**src/rtl/pcp_pkg.sv**
```systemverilog
// pcp_pkg: shared types, constants and helper functions for the path code
// common prefix block. No dependencies.
`timescale 1ns / 1ps

package pcp_pkg;

  localparam int CODE_BITS   = 32;
  localparam int LEN_W       = 5;
  localparam int CNT_W       = $clog2(CODE_BITS) + 1;
  localparam int POS_W       = $clog2(CODE_BITS);
  localparam int QUEUE_DEPTH = 2;

  typedef struct packed {
    logic [CODE_BITS-1:0] path_code;
    logic                 last_in_set;
  } in_t;

  typedef struct packed {
    logic [CODE_BITS-1:0] prefix_code;
    logic [LEN_W-1:0]     prefix_length;
  } out_t;

  // classified item handed from the front end to the back end
  typedef struct packed {
    logic [CODE_BITS-1:0] code;
    logic [LEN_W-1:0]     len;
    logic                 last;
  } item_t;

  // end-of-set record, consumed by the result stage
  typedef struct packed {
    logic                 pass;
    logic                 hit;
    logic [CODE_BITS-1:0] code;
    logic [CNT_W-1:0]     count;
  } fin_t;

  // path length: CODE_BITS minus position of the lowest bit differing from bit 0
  function automatic logic [LEN_W-1:0] pcp_path_len(input logic [CODE_BITS-1:0] c);
    logic [CODE_BITS-1:0] diff;
    logic [POS_W-1:0]     pos;
    diff = c ^ {CODE_BITS{c[0]}};
    pos  = '0;
    for (int i = CODE_BITS - 1; i >= 0; i--) begin
      if (diff[i]) begin
        pos = POS_W'(i);
      end
    end
    if (diff == '0) begin
      return '0;
    end
    return LEN_W'(CODE_BITS - int'(pos));
  endfunction

  // count of equal leading bits, from the msb down
  function automatic logic [CNT_W-1:0] pcp_leading_equal(input logic [CODE_BITS-1:0] a,
                                                         input logic [CODE_BITS-1:0] b);
    logic [CODE_BITS-1:0] diff;
    logic [CNT_W-1:0]     n;
    diff = a ^ b;
    n    = CNT_W'(CODE_BITS);
    for (int i = 0; i < CODE_BITS; i++) begin
      if (diff[i]) begin
        n = CNT_W'(CODE_BITS - 1 - i);
      end
    end
    return n;
  endfunction

endpackage

```
**src/rtl/pcp_front.sv**
```systemverilog
// pcp_front: input register that accepts codes and decodes their path length.
// Depends on pcp_pkg.
`timescale 1ns / 1ps

module pcp_front (
  input  logic          clk,
  input  logic          rst_n,
  input  logic          in_valid,
  output logic          in_ready,
  input  pcp_pkg::in_t  in_data,
  output logic          push_valid,
  input  logic          push_ready,
  output pcp_pkg::item_t push_item
);
  import pcp_pkg::*;

  logic  vld_r, vld_nxt;
  item_t item_r, item_nxt;
  logic  accept;

  assign in_ready   = !vld_r || push_ready;
  assign accept     = in_valid && in_ready;
  assign push_valid = vld_r;
  assign push_item  = item_r;

  always_comb begin
    item_nxt = item_r;
    if (accept) begin
      vld_nxt       = 1'b1;
      item_nxt.code = in_data.path_code;
      item_nxt.len  = pcp_path_len(in_data.path_code);
      item_nxt.last = in_data.last_in_set;
    end else if (push_ready) begin
      vld_nxt = 1'b0;
    end else begin
      vld_nxt = vld_r;
    end
  end

  always_ff @(posedge clk) begin
    if (!rst_n) begin
      vld_r <= 1'b0;
    end else begin
      vld_r <= vld_nxt;
    end
  end

  always_ff @(posedge clk) begin
    item_r <= item_nxt;
  end

endmodule

```
**src/rtl/pcp_fifo.sv**
```systemverilog
// pcp_fifo: short queue of classified items between front and back end.
// Depends on pcp_pkg.
`timescale 1ns / 1ps

module pcp_fifo (
  input  logic           clk,
  input  logic           rst_n,
  input  logic           push_valid,
  output logic           push_ready,
  input  pcp_pkg::item_t push_item,
  output logic           pop_valid,
  input  logic           pop_ready,
  output pcp_pkg::item_t pop_item
);
  import pcp_pkg::*;

  localparam int PTR_W   = (QUEUE_DEPTH > 1) ? $clog2(QUEUE_DEPTH) : 1;
  localparam int COUNT_W = $clog2(QUEUE_DEPTH + 1);

  item_t              mem [QUEUE_DEPTH];
  logic [PTR_W-1:0]   wr_ptr_r, wr_ptr_nxt;
  logic [PTR_W-1:0]   rd_ptr_r, rd_ptr_nxt;
  logic [COUNT_W-1:0] count_r, count_nxt;
  logic               do_push, do_pop;

  assign push_ready = (count_r != COUNT_W'(QUEUE_DEPTH));
  assign pop_valid  = (count_r != '0);
  assign pop_item   = mem[rd_ptr_r];
  assign do_push    = push_valid && push_ready;
  assign do_pop     = pop_valid && pop_ready;

  always_comb begin
    wr_ptr_nxt = wr_ptr_r;
    rd_ptr_nxt = rd_ptr_r;
    if (do_push) begin
      wr_ptr_nxt = (wr_ptr_r == PTR_W'(QUEUE_DEPTH - 1)) ? '0 : wr_ptr_r + 1'b1;
    end
    if (do_pop) begin
      rd_ptr_nxt = (rd_ptr_r == PTR_W'(QUEUE_DEPTH - 1)) ? '0 : rd_ptr_r + 1'b1;
    end
    case ({do_push, do_pop})
      2'b10:   count_nxt = count_r + 1'b1;
      2'b01:   count_nxt = count_r - 1'b1;
      default: count_nxt = count_r;
    endcase
  end

  always_ff @(posedge clk) begin
    if (!rst_n) begin
      wr_ptr_r <= '0;
      rd_ptr_r <= '0;
      count_r  <= '0;
    end else begin
      wr_ptr_r <= wr_ptr_nxt;
      rd_ptr_r <= rd_ptr_nxt;
      count_r  <= count_nxt;
    end
  end

  always_ff @(posedge clk) begin
    if (do_push) begin
      mem[wr_ptr_r] <= push_item;
    end
  end

endmodule

```
**src/rtl/pcp_back.sv**
```systemverilog
// pcp_back: per-set running state, end-of-set record and result register.
// Depends on pcp_pkg.
`timescale 1ns / 1ps

module pcp_back (
  input  logic           clk,
  input  logic           rst_n,
  input  logic           q_valid,
  output logic           q_ready,
  input  pcp_pkg::item_t q_item,
  output logic           out_valid,
  input  logic           out_ready,
  output pcp_pkg::out_t  out_data
);
  import pcp_pkg::*;

  logic                 start_r, start_nxt;
  logic                 anchor_seen_r, anchor_seen_nxt;
  logic [CODE_BITS-1:0] anchor_r, anchor_nxt;
  logic [CNT_W-1:0]     shortest_r, shortest_nxt;
  logic [CNT_W-1:0]     shared_r, shared_nxt;
  logic                 fin_vld_r, fin_vld_nxt;
  fin_t                 fin_r, fin_nxt;
  logic                 out_vld_r, out_vld_nxt;
  out_t                 out_r, out_nxt;

  logic                 out_free, fin_free, pop, is_path;
  logic [CNT_W-1:0]     len_ext, lead, shortest_upd, shared_upd, span;
  logic [CODE_BITS-1:0] anchor_upd, low_mask;
  logic                 seen_upd, tail_bit;
  logic [POS_W-1:0]     tail;
  fin_t                 fin_new;

  assign out_free  = !out_vld_r || out_ready;
  assign fin_free  = !fin_vld_r || out_free;
  assign pop       = q_valid && (!q_item.last || fin_free);
  assign q_ready   = !q_item.last || fin_free;
  assign out_valid = out_vld_r;
  assign out_data  = out_r;

  // running minimums for the item at the head of the queue
  always_comb begin
    is_path      = (q_item.len != '0);
    len_ext      = CNT_W'(q_item.len);
    lead         = pcp_leading_equal(q_item.code, anchor_r);
    shortest_upd = (is_path && len_ext < shortest_r) ? len_ext : shortest_r;
    shared_upd   = (is_path && anchor_seen_r && lead < shared_r) ? lead : shared_r;
    anchor_upd   = (is_path && !anchor_seen_r) ? q_item.code : anchor_r;
    seen_upd     = anchor_seen_r || is_path;
    span         = (shortest_upd < shared_upd) ? shortest_upd : shared_upd;

    fin_new.pass  = start_r;
    fin_new.hit   = !start_r && seen_upd && (span != '0) && (span < CNT_W'(CODE_BITS));
    fin_new.code  = start_r ? q_item.code : anchor_upd;
    fin_new.count = start_r ? len_ext : span;
  end

  always_comb begin
    start_nxt       = start_r;
    anchor_seen_nxt = anchor_seen_r;
    anchor_nxt      = anchor_r;
    shortest_nxt    = shortest_r;
    shared_nxt      = shared_r;
    if (pop) begin
      if (q_item.last) begin
        start_nxt       = 1'b1;
        anchor_seen_nxt = 1'b0;
        anchor_nxt      = '0;
        shortest_nxt    = '1;
        shared_nxt      = '1;
      end else begin
        start_nxt       = 1'b0;
        anchor_seen_nxt = seen_upd;
        anchor_nxt      = anchor_upd;
        shortest_nxt    = shortest_upd;
        shared_nxt      = shared_upd;
      end
    end

    fin_nxt = fin_r;
    if (pop && q_item.last) begin
      fin_vld_nxt = 1'b1;
      fin_nxt     = fin_new;
    end else if (fin_vld_r && out_free) begin
      fin_vld_nxt = 1'b0;
    end else begin
      fin_vld_nxt = fin_vld_r;
    end
  end

  // result stage: pass a single-code set through, re-encode a hit prefix with the complement fill, else give zero
  always_comb begin
    tail     = POS_W'(CODE_BITS - int'(fin_r.count));
    low_mask = {CODE_BITS{1'b1}} >> fin_r.count;
    tail_bit = fin_r.code[tail];
    out_nxt  = out_r;
    if (fin_vld_r && out_free) begin
      out_vld_nxt = 1'b1;
      if (fin_r.pass) begin
        out_nxt.prefix_code   = fin_r.code;
        out_nxt.prefix_length = LEN_W'(fin_r.count);
      end else if (fin_r.hit) begin
        out_nxt.prefix_code   = (fin_r.code & ~low_mask) | (tail_bit ? '0 : low_mask);
        out_nxt.prefix_length = LEN_W'(fin_r.count);
      end else begin
        out_nxt.prefix_code   = '0;
        out_nxt.prefix_length = '0;
      end
    end else if (out_ready) begin
      out_vld_nxt = 1'b0;
    end else begin
      out_vld_nxt = out_vld_r;
    end
  end

  always_ff @(posedge clk) begin
    if (!rst_n) begin
      start_r       <= 1'b1;
      anchor_seen_r <= 1'b0;
      anchor_r      <= '0;
      shortest_r    <= '1;
      shared_r      <= '1;
      fin_vld_r     <= 1'b0;
      out_vld_r     <= 1'b0;
    end else begin
      start_r       <= start_nxt;
      anchor_seen_r <= anchor_seen_nxt;
      anchor_r      <= anchor_nxt;
      shortest_r    <= shortest_nxt;
      shared_r      <= shared_nxt;
      fin_vld_r     <= fin_vld_nxt;
      out_vld_r     <= out_vld_nxt;
    end
  end

  always_ff @(posedge clk) begin
    fin_r <= fin_nxt;
    out_r <= out_nxt;
  end

`ifndef NO_ASSERTIONS
  a_set_clears: assert property (@(posedge clk) disable iff (!rst_n)
    (pop && q_item.last) |=> (start_r && !anchor_seen_r))
    else $error("set state not cleared after last item");

  a_anchor_len: assert property (@(posedge clk) disable iff (!rst_n)
    anchor_seen_r |-> (shortest_r < CNT_W'(CODE_BITS)))
    else $error("anchor present without a path length");

  a_fin_holds: assert property (@(posedge clk) disable iff (!rst_n)
    (fin_vld_r && !out_free && !pop) |=> (fin_vld_r && $stable(fin_r)))
    else $error("end-of-set record lost while stalled");

  a_len_code: assert property (@(posedge clk) disable iff (!rst_n)
    (out_vld_r && out_r.prefix_length != '0) |-> (out_r.prefix_code != '0))
    else $error("nonzero prefix length with zero code");
`endif

endmodule

```
**src/rtl/path_code_common_prefix_core.sv**
```systemverilog
// A last-in-set code passes the front register, the queue, fin_r and out_r before out_valid.
// Throughput: one code per cycle unless out_ready back-pressure stalls the back end.
// Front end (length decode) and back end (minimums, re-encode) run apart through a
// two-entry queue, so each side stalls on its own.
// Reset: synchronous active-low rst_n empties all stages and clears the per-set state.
// Depends on pcp_pkg, pcp_front, pcp_fifo, pcp_back.
`timescale 1ns / 1ps

module path_code_common_prefix_core (
  input  logic          clk,
  input  logic          rst_n,
  input  logic          in_valid,
  output logic          in_ready,
  input  pcp_pkg::in_t  in_data,
  output logic          out_valid,
  input  logic          out_ready,
  output pcp_pkg::out_t out_data
);
  import pcp_pkg::*;

  logic  push_valid, push_ready;
  item_t push_item;
  logic  q_valid, q_ready;
  item_t q_item;

  pcp_front u_front (
    .clk        (clk),
    .rst_n      (rst_n),
    .in_valid   (in_valid),
    .in_ready   (in_ready),
    .in_data    (in_data),
    .push_valid (push_valid),
    .push_ready (push_ready),
    .push_item  (push_item)
  );

  pcp_fifo u_fifo (
    .clk        (clk),
    .rst_n      (rst_n),
    .push_valid (push_valid),
    .push_ready (push_ready),
    .push_item  (push_item),
    .pop_valid  (q_valid),
    .pop_ready  (q_ready),
    .pop_item   (q_item)
  );

  pcp_back u_back (
    .clk       (clk),
    .rst_n     (rst_n),
    .q_valid   (q_valid),
    .q_ready   (q_ready),
    .q_item    (q_item),
    .out_valid (out_valid),
    .out_ready (out_ready),
    .out_data  (out_data)
  );

endmodule

```
**config.mk**
```make
export PLATFORM = sky130hd
export DESIGN_NAME = path_code_common_prefix_core
export DESIGN_NICKNAME = d
export VERILOG_FILES = /design/src/rtl/pcp_pkg.sv /design/src/rtl/pcp_front.sv /design/src/rtl/pcp_fifo.sv /design/src/rtl/pcp_back.sv /design/src/rtl/path_code_common_prefix_core.sv
export SDC_FILE = /design/constraint.sdc
export NUM_CORES = 1
export LEC_CHECK = 0
export ABC_CLOCK_PERIOD_IN_PS = 5700
export BUFFER_PORTS_ARGS = -buffer_cell sky130_fd_sc_hd__buf_2
export CAP_MARGIN = 40
export CORE_UTILIZATION = 50
export CTS_CLUSTER_DIAMETER = 120
export DETAILED_ROUTE_END_ITERATION = 16
export PLACE_DENSITY = 0.76
export SYNTH_ARGS = -nofsm -noshare
export SYNTH_HDL_FRONTEND = slang
export SYNTH_SLANG_ARGS = --single-unit
```
**constraint.sdc**
```tcl
create_clock -name clk -period 5.7 [get_ports clk]
set_input_delay 1.14 -clock clk [delete_from_list [all_inputs] [get_ports clk]]
set_output_delay 1.14 -clock clk [all_outputs]
set_load 0.03 [all_outputs]
```
==> results.txt, run 1 <==
The tree built by TritonCTS fans out to 245 sinks. Wires add up to roughly 26 mm. The class of the worst hold path is reg -> reg.

The proportion of power drawn by combinational gates is about a third. The mapped cell area is around 12000 um^2. The setup clock skew after layout is between 0.01 and 0.015 ns.

Counting flops with a built-in enable in the synthesized netlist gives 191. The half-perimeter wire length after detailed placement is 17.9 mm. The total number of vias is between 8000 and 9000.

The switching portion of total power came out at around a third. The largest net degree at the start of global routing is 52. The root buffer cell chosen for the clock tree is sky130_fd_sc_hd__clkbuf_16.

The number of max-cap violations came out at 0. The count of buffers from port buffering came out at 75. The count of different cell masters after synthesis came out at a little under 80. The slew at the pin closest to its max-slew limit came out at around 0.66 ns. After detailed placement, the total cell area comes to 13100 um^2. Dividing the detail-routed wire length by the instance count gives 16.9 um. The slowest stage of the critical path is the sky130_fd_sc_hd__dfxtp_4 cell. The number of placement rows is 56. The number of hold buffers added after CTS was 0. The final worst-path cycle share came out at 94.4%. The number of ports placed on the die boundary is 76.

The DRC marker count from the first detailed-route iteration came out at about 680. The internal power of the cells is between 4 and 5 mW. Traced cell by cell, the critical path runs through buf_12 -> mux2i_2 -> xnor2_1 -> nor4b_4 -> o211ai_1 -> a311oi_2 -> ha_1 -> a21o_1 -> a21o_1 -> a221o_1 -> a21oi_1 -> a21bo_1 -> mux2i_2 -> ha_1 -> a21o_1 -> a21o_1 -> a21oi_1 -> o221a_4 -> mux2_2 -> o21ai_1. The height of the die is 159 um. The number of buffers added by the clock tree synthesis step is 24. The final count of negative-setup-slack endpoints came out at 0. By instance count, the leading cell after synthesis is sky130_fd_sc_hd__edfxtp_1. Summed over all instances, the cell type with the most area after synthesis is sky130_fd_sc_hd__edfxtp_1.

After layout, the design draws a total of between 6 and 7 mW. STA classifies the critical path endpoint as a flop. By area the synthesized netlist is led by sky130_fd_sc_hd__edfxtp_1 47%, sky130_fd_sc_hd__dfxtp_1 8.8%, sky130_fd_sc_hd__a21oi_1 4.2%.

Power spread over the standard cell area amounts to between 400 and 500 nW/um^2. The number of pins exceeding their max-slew limit in the final report came to 0. The clock-pin slew reported for the worst setup and hold paths after clock tree synthesis came out at around 0.070 ns. The peak ir drop on the vdd network came out at between 0.15 and 0.2 mV. The number of failing hold endpoints at the final stage came out at 0. The analysis attributes to net switching a power of 2.26 mW. The final estimated routing congestion in global placement is between 0.9 and 1. Data on the critical path arrives at its endpoint at 5.75 ns. The number of global-route vias before repair is 8007.

The cell area after layout came out at about 14000 um^2. In this run the remaining antenna-violating nets after routing total 0. The CTS tree is yes. Ranked by instance count, the synthesized netlist is headed by 191 x sky130_fd_sc_hd__edfxtp_1, 103 x sky130_fd_sc_hd__a21oi_1, 77 x sky130_fd_sc_hd__nor2_1. The fraction of layout instances using a drive strength above 1 is 19.1%. The register bit count reported by yosys came out at 245.

Derived from the worst setup path, the maximum achievable clock frequency is 186 MHz. The fraction of post-synthesis cell area in the top cell type by area is approximately 47%. The synthesized instance count came out at 1092.

The final-stage net count came out at approximately 1200. The synthesized area per cell is approximately 11 um^2. The relative slew slack came out at between 50% and 60%. The initial antenna violation count came out at 0. The most common cell type on the critical path is sky130_fd_sc_hd__a21o_1.

The static leakage power is between 5 and 6 nW. The clock insertion delay at the later pin of the skew report came out at between 0.5 and 0.6 ns. The global router's overall resource usage is between 20% and 30%. The run finished with clean final reports. The count of TritonRoute iterations in the first routing pass came out at 5.

During synthesis, Yosys emitted a total of 0 warnings. The total nets after synthesis is 1149. The required arrival time at the worst endpoint came out at ~6.1 ns. Per report_power, the sequential group accounts for 39.3% of the total. In this run the deepest clock path goes through 3 buffers. The number of diodes added for antenna fixing is 0. The worst setup path is of the reg -> reg kind. The minimum period implied by the final worst setup slack is between 5 and 6 ns. The starting utilization of the core area came out at roughly half. The area of the die came out at between 20000 and 30000 um^2. The most used flip-flop cell after synthesis is sky130_fd_sc_hd__edfxtp_1. The synthesis-to-finish area growth came out at 14.9%. The floorplan core area is 23800 um^2. The maximum fanout count along the critical path is 13.

The remaining global-route overflow came out at 0. The critical path's largest stage delay is 0.38 ns. The share of async-settable or async-resettable flops after synthesis is 0%. The share of power burned in the clock network is a little over a quarter. The portion of the post-synthesis area used by sequential elements is roughly 56%. The horizontal extent of the die is between 150 and 200 um. For this run, design rule violations remaining after detail routing come to 0. The worst setup path is launched from a flop. CTS built an H-tree with a depth of 1. The via-per-instance ratio is 5.68. The first global-routing pass estimated 41.1 mm of wire.
[cell type report]
type	instances	area, um^2
fill	1900	9640
sequential	245	6820
multi-input combinational	729	5080
timing repair buffer	109	708
clock buffer	29	661
tap	319	399
inverter	59	221
clock inverter	15	215
[sequential cells by signal, indices dropped and copies added, names as in the netlist, 2 cells and up, named ones only]
signal             count
u_back.shortest_r      6
u_fifo.mem            76
u_front.push_item     38
u_back.shared_r        6
u_fifo.count_r         2
u_back.anchor_r       32
u_back.out_data       37
u_back.fin_r          40
[worst max-delay path: cells and delay by family, from the launching register on]
family / cells / cell delay (ns)
AOI/OAI and AO/OA: 12 / 2.62
xor gates and xnor gates: 1 / 0.22
adders and majority gates: 2 / 0.63
buffers and inverters: 1 / 0.17
DFF: 1 / 0.38
muxes: 3 / 0.87
and+or+nand+nor: 1 / 0.33
[per-layer routing]
layer	global-route usage, %	routed length [um]
met2	32.1	11600
met5	0	0
met1	27.6	11700
met4	8.03	885
met3	2.40	1290
[what timing repair did]
item	4_1_cts	5_1_grt
resized for setup	1	20
buffers inserted	0	2
endpoints found under the setup margin	5	7
pin swaps	0	0
[final timing paths]
check | endpoint | slack (ns) | depth (start not counted) | startpoint
worst min-delay path | u_fifo.mem[0][29]$_DFFE_PP_ | 0.44 | 0 | u_front.push_item[29]$_DFFE_PP_
worst min register to register | u_fifo.mem[0][29]$_DFFE_PP_ | 0.44 | 0 | u_front.push_item[29]$_DFFE_PP_
worst max register to register | u_back.fin_r[1]$_DFFE_PP_ | 0.32 | 20 | flop
worst max-delay path | u_back.fin_r[1]$_DFFE_PP_ | 0.32 | 20 | flop
[kinds of logic (layout without fill, tap and decap cells)]
logic type      count (synthesis)  count (layout)  synth area share [%]
simple gates                  327             327                  14.1
compound gates                266             266                  13.4
mux                            70              70                  7.54
xor+xnor                       46              46                  3.34
flops                         245             245                  55.5
fa+ha+maj                      20              20                  2.04
buf+inv                       118             212                  4.10
[power by group through the flow]
stage               clock network (mW)  registers, mW  logic (mW)
detailed placement                   0           2.63        2.18
floorplan                            0           2.60        1.62
global placement                     0           2.63        2.10
finish                            1.72           2.59        2.29
global route                      1.82           2.63        2.51
CTS                               1.75           2.60        2.19
[stage by stage]
step                utilization (%)  setup slack (ns)  std cells  TNS (ns)  hold slack (ns)
global placement               54.8             0.130       1453         0            0.422
finish                         59.4             0.317       1505         0            0.443
detailed placement             55.2           -0.0988       1459    -0.320            0.430
CTS                            58.9            0.0380       1503         0            0.440
floorplan                         -             0.527       1092         0            0.421
global route                   59.4           -0.0385       1505    -0.116            0.456
[cell usage in the layout (no fill, tap or decap), types with 7 or more instances in the layout]
cell type | Yosys | layout
sky130_fd_sc_hd__edfxtp_1 | 191 | 191
sky130_fd_sc_hd__a21oi_1 | 103 | 103
sky130_fd_sc_hd__nor2_1 | 77 | 75
sky130_fd_sc_hd__buf_2 | 0 | 75
sky130_fd_sc_hd__inv_1 | 59 | 59
sky130_fd_sc_hd__nand2_1 | 56 | 56
sky130_fd_sc_hd__dfxtp_1 | 54 | 53
sky130_fd_sc_hd__nor2b_1 | 48 | 47
sky130_fd_sc_hd__o21ai_0 | 39 | 38
sky130_fd_sc_hd__nor4_1 | 38 | 37
sky130_fd_sc_hd__buf_4 | 2 | 27
sky130_fd_sc_hd__o22ai_1 | 27 | 26
sky130_fd_sc_hd__xnor2_1 | 26 | 26
sky130_fd_sc_hd__clkbuf_16 | 0 | 25
sky130_fd_sc_hd__mux2i_2 | 9 | 20
sky130_fd_sc_hd__ha_1 | 20 | 20
sky130_fd_sc_hd__nand2b_1 | 19 | 19
sky130_fd_sc_hd__mux2_2 | 19 | 19
sky130_fd_sc_hd__nand3_1 | 18 | 18
sky130_fd_sc_hd__xor2_1 | 19 | 18
sky130_fd_sc_hd__mux2i_1 | 28 | 17
sky130_fd_sc_hd__nor3_1 | 16 | 16
sky130_fd_sc_hd__o211ai_1 | 16 | 16
sky130_fd_sc_hd__and2_1 | 10 | 10
sky130_fd_sc_hd__nand4_1 | 10 | 10
sky130_fd_sc_hd__a21o_1 | 10 | 10
sky130_fd_sc_hd__mux4_2 | 10 | 10
sky130_fd_sc_hd__or3_1 | 9 | 9
sky130_fd_sc_hd__o31ai_1 | 9 | 9
sky130_fd_sc_hd__o21a_1 | 8 | 8
sky130_fd_sc_hd__a22oi_1 | 7 | 7
sky130_fd_sc_hd__o21ai_1 | 8 | 7
(Power assumes the default switching activity.)
==> run 2, diff against run 1 <==
--- a/config.mk
+++ b/config.mk
@@ -5,7 +5,8 @@
 export SDC_FILE = /design/constraint.sdc
 export NUM_CORES = 1
 export LEC_CHECK = 0
-export ABC_CLOCK_PERIOD_IN_PS = 5700
+export ABC_AREA = 1
+export ABC_CLOCK_PERIOD_IN_PS = 6900
 export BUFFER_PORTS_ARGS = -buffer_cell sky130_fd_sc_hd__buf_2
 export CAP_MARGIN = 40
 export CORE_UTILIZATION = 50
==> constraint.sdc (replaced) <==
create_clock -name clk -period 6.9 [get_ports clk]
set_input_delay 1.38 -clock clk [delete_from_list [all_inputs] [get_ports clk]]
set_output_delay 1.38 -clock clk [all_outputs]
set_load 0.03 [all_outputs]
==> results.txt, run 2 <==
The flow ran to the end, and the final reports show no timing, DRC or antenna violations. For this design the top-level I/O count stands at 76. The share of async-settable or async-resettable flops after synthesis came out at 0%. The aggregate negative setup slack is 0 ns. The commonest cells after synthesis are 333 x sky130_fd_sc_hd__nand2_1, 191 x sky130_fd_sc_hd__edfxtp_1, 177 x sky130_fd_sc_hd__inv_1. By area the synthesized netlist is led by sky130_fd_sc_hd__edfxtp_1 46%, sky130_fd_sc_hd__nand2_1 10%, sky130_fd_sc_hd__dfxtp_1 8.7%. The global router's overall resource usage came out at 20.6%. The count of synthesis-stage warnings from yosys came out at 0. The hold path startpoint is u_front.push_item[7]$_DFFE_PP_. Setup repair after global routing left no endpoint under its margin. The setup clock skew after layout came out at 0.0135 ns. The worst setup path is launched from a flop. The number of failing hold endpoints at the final stage is 0. The half-perimeter wire length after detailed placement came out at slightly below 20 mm. The synthesis-to-finish area growth is 13.9%.

The library cells used most frequently in the layout, excluding fill and tap cells, are 333 x sky130_fd_sc_hd__nand2_1, 191 x sky130_fd_sc_hd__edfxtp_1, 177 x sky130_fd_sc_hd__inv_1, 159 x sky130_fd_sc_hd__o21ai_0, 89 x sky130_fd_sc_hd__a21oi_1. The synthesized area per cell came out at about 9 um^2. The fraction of post-synthesis cell area in the top cell type by area is a little under half. The maximum clock rate is between 150 and 200 MHz. The largest total area in the synthesized netlist belongs to sky130_fd_sc_hd__edfxtp_1. The design draws between 6 and 7 mW.

The register bit count reported by yosys is between 200 and 250. Yosys mapped a number of flops with a built-in enable equal to ~190. The total overflow left after global routing is 0. The initial antenna violation count is 0.

The portion of the post-synthesis area used by sequential elements came out at 55.1%. For this run, global-route usage on met3 was measured as about 2.2%. Clock-pin slew was measured on the worst setup and hold paths at ~0.06 ns. The met1 usage came out at between 20 and 30%. The count of TritonRoute iterations in the first routing pass is 8. The relative slew slack is 44.4%. The number of hold buffers added after CTS came out at 0.

The final worst-path cycle share is 83.1%. The clock insertion delay at the later pin of the skew report is between 0.5 and 0.6 ns. The mapped cell area came out at ~12000 um^2. Counting I/O delays and the setup requirement, the final critical path takes roughly 5.7 ns. By startpoint and endpoint, the worst setup path is classified as reg -> reg. The number of pins exceeding their max-slew limit in the final report was 0. The highest-utilization routing layer at the global route stage is met2. For the worst setup path, the data arrival time is 6.02 ns. STA puts the critical path data required time at 7.18 ns.

The area of the die is between 20000 and 30000 um^2. The worst hold path belongs to the class reg -> reg. When the netlist entered floorplanning its net count stood at roughly 1400. For this design the static power due to leakage is about 5.7 nW.

Leaving out fill and tap cells, the most frequent cell in the layout is sky130_fd_sc_hd__nand2_1. The region available for standard cell placement spans 24300 um^2. The starting utilization of the core area came out at between 50% and 60%. The peak ir drop on the vdd network came out at between 0.15 and 0.2 mV. In this run the worst path has a maximum fanout of 14. The critical register-to-register path endpoint is u_back.fin_r[38]$_DFFE_PP_. Once detail routing completed, the nets flagged for antenna violations numbered 0. The number of buffers added by the clock tree synthesis step is 25. The clock root buffer master is sky130_fd_sc_hd__clkbuf_16. Synthesis handed over a netlist of 1373 instances. The number of setup buffers added after CTS came out at 0. In the routed design, unresolved DRC markers number 0.

The via-per-instance ratio is 5.17. The count of different cell masters after synthesis is 42. In the synthesized netlist the dominant register cell turns out to be sky130_fd_sc_hd__edfxtp_1. The CTS tree is yes.

The detailed-route wire length is around 26 mm. The met2 track demand over resource is 34.6%. The first global-routing pass estimated around 42 mm of wire. Ranked by flip-flop count, first place goes to u_fifo.mem. Buffers placed on the I/O ports in this run total 75. Of the cells placed in the final design, the portion with a size suffix greater than 1 is approximately an eighth. Across the run, the number of max-cap violations was 0. The floorplan has between 50 and 60 rows.

The post-detailed-route wirelength per cell is 14.8 um. Entering global routing, the biggest net connects 64 pins. The count of clock tree sinks is roughly 250. The final-stage net count came out at around 1500. The horizontal extent of the die is around 160 um.

The final route contains just over 9000 vias. The register with the most flip-flops in the layout has 76 of them. Counting along the longest clock path gives a buffer depth of 3. The minimum setup slack among reg-to-reg paths came out at around 1.2 ns.

The worst hold path terminates at u_fifo.mem[1][7]$_DFFE_PP_. The number of gates resized after CTS is 0. The power density of the placed cells is around 450 nW/um^2. The final estimated routing congestion in global placement is roughly 0.91. The number of instances on the worst hold path is 0. Setup violations remaining at the end of the flow were counted as 0. Yosys instantiated no cell more often than sky130_fd_sc_hd__nand2_1.

The number of antenna diodes in the final layout is 0. In this run, the number of DRC markers left after iteration 0 of detailed routing was around 750. The slew at the pin closest to its max-slew limit is 0.833 ns. The total number of H-tree levels came out at 1. The worst-case reg-to-reg path depth is 23.

The worst setup path is captured at a flop. The number of global-route vias before repair came out at roughly 8200. The final-layout fill cell count came out at 2074. From bottom edge to top edge, the die measures approximately 160 um.
-- run 2: cell count changes after synthesis, sizes merged, moves of 13 or more --
cell,previous run,this run
nor3,17,4
xor2,19,33
nand2b,19,0
nor4,40,2
mux2,20,0
mux2i,40,27
inv,59,183
nor2b,48,0
nand2,56,345
o22ai,27,8
o21ai,47,176
-- run 2: stage by stage --
| stage | hold WS [ns] | setup slack [ns] | instances | instance area (um^2) | util [%] |
|---|---|---|---|---|---|
| 5_1_grt | 0.454 | 0.793 | 1782 | 14100 | 57.9 |
| 3_5_place_dp | 0.433 | 1.33 | 1735 | 13200 | 54.2 |
| 3_3_place_gp | 0.425 | 1.43 | 1729 | 13000 | 53.6 |
| 4_1_cts | 0.443 | 1.30 | 1781 | 14100 | 57.9 |
| 6_report | 0.443 | 1.17 | 1782 | 14100 | 57.9 |
| 2_1_floorplan | 0.421 | 1.75 | 1373 | 12400 | - |
-- run 2: how the worst max path moves through the flow --
| stage | cells past startpoint | from | endpoint |
|---|---|---|---|
| 6_report | 23 | flop | u_back.fin_r[38]$_DFFE_PP_ |
| 5_1_grt | 23 | flop | u_back.fin_r[38]$_DFFE_PP_ |
| 4_1_cts | 23 | flop | u_back.fin_r[38]$_DFFE_PP_ |
| 3_5_place_dp | 23 | flop | u_back.fin_r[38]$_DFFE_PP_ |
| 3_3_place_gp | 23 | flop | u_back.fin_r[38]$_DFFE_PP_ |
| 2_1_floorplan | 28 | flop | u_back.fin_r[38]$_DFFE_PP_ |
-- run 2: layout make-up --
cell class	count	area [um^2]	area share, %
flip-flops and latches	245	6820	48.4
multi-input cells	888	4680	33.2
inverters	189	709	5.04
clock buffers	32	692	4.91
repair buffers	90	583	4.14
well taps	324	405	2.88
clock inverters	14	198	1.40
-- run 2: cell families after synthesis --
kind of cell / count (synthesis) / synth area share (%)
AOI/OAI and AO/OA: 304 / 13.1
xor gates and xnor gates: 63 / 4.52
adders and majority gates: 20 / 2.02
buffers and inverters: 240 / 7.53
DFF: 245 / 55.1
muxes: 27 / 2.25
and+or+nand+nor: 474 / 15.5
-- run 2: worst max-delay path, stage by stage, from the launching register on --
cell	delay, ns
sky130_fd_sc_hd__dfxtp_2	0.50
sky130_fd_sc_hd__buf_4	0.30
sky130_fd_sc_hd__mux2i_1	0.41
sky130_fd_sc_hd__xor2_1	0.14
sky130_fd_sc_hd__nor2_1	0.29
sky130_fd_sc_hd__nand2_1	0.09
sky130_fd_sc_hd__nor2_1	0.15
sky130_fd_sc_hd__nand2_1	0.09
sky130_fd_sc_hd__nor4_1	0.63
sky130_fd_sc_hd__ha_1	0.38
sky130_fd_sc_hd__a211oi_1	0.21
sky130_fd_sc_hd__o21ai_0	0.12
sky130_fd_sc_hd__nor2_1	0.18
sky130_fd_sc_hd__nand2_2	0.18
sky130_fd_sc_hd__o21ai_1	0.26
sky130_fd_sc_hd__ha_1	0.29
sky130_fd_sc_hd__a21oi_1	0.15
sky130_fd_sc_hd__nor2_1	0.05
sky130_fd_sc_hd__a211oi_1	0.50
sky130_fd_sc_hd__nand2_4	0.17
sky130_fd_sc_hd__o21ai_2	0.17
sky130_fd_sc_hd__nand2_1	0.07
sky130_fd_sc_hd__nor2_1	0.10
sky130_fd_sc_hd__nor2_1	0.05
-- run 2: metal layers --
metal,up-vias,wire length [um]
li1,4682,-
met1,4153,11800
met2,322,12300
met3,53,1560
met4,0,726
met5,-,0
-- run 2: power by group --
part	switching [mW]	leakage, nW	internal [mW]
registers	0.232	2.22	2.05
logic	1.83	3.05	0.848
clock network	0.560	0.437	0.866
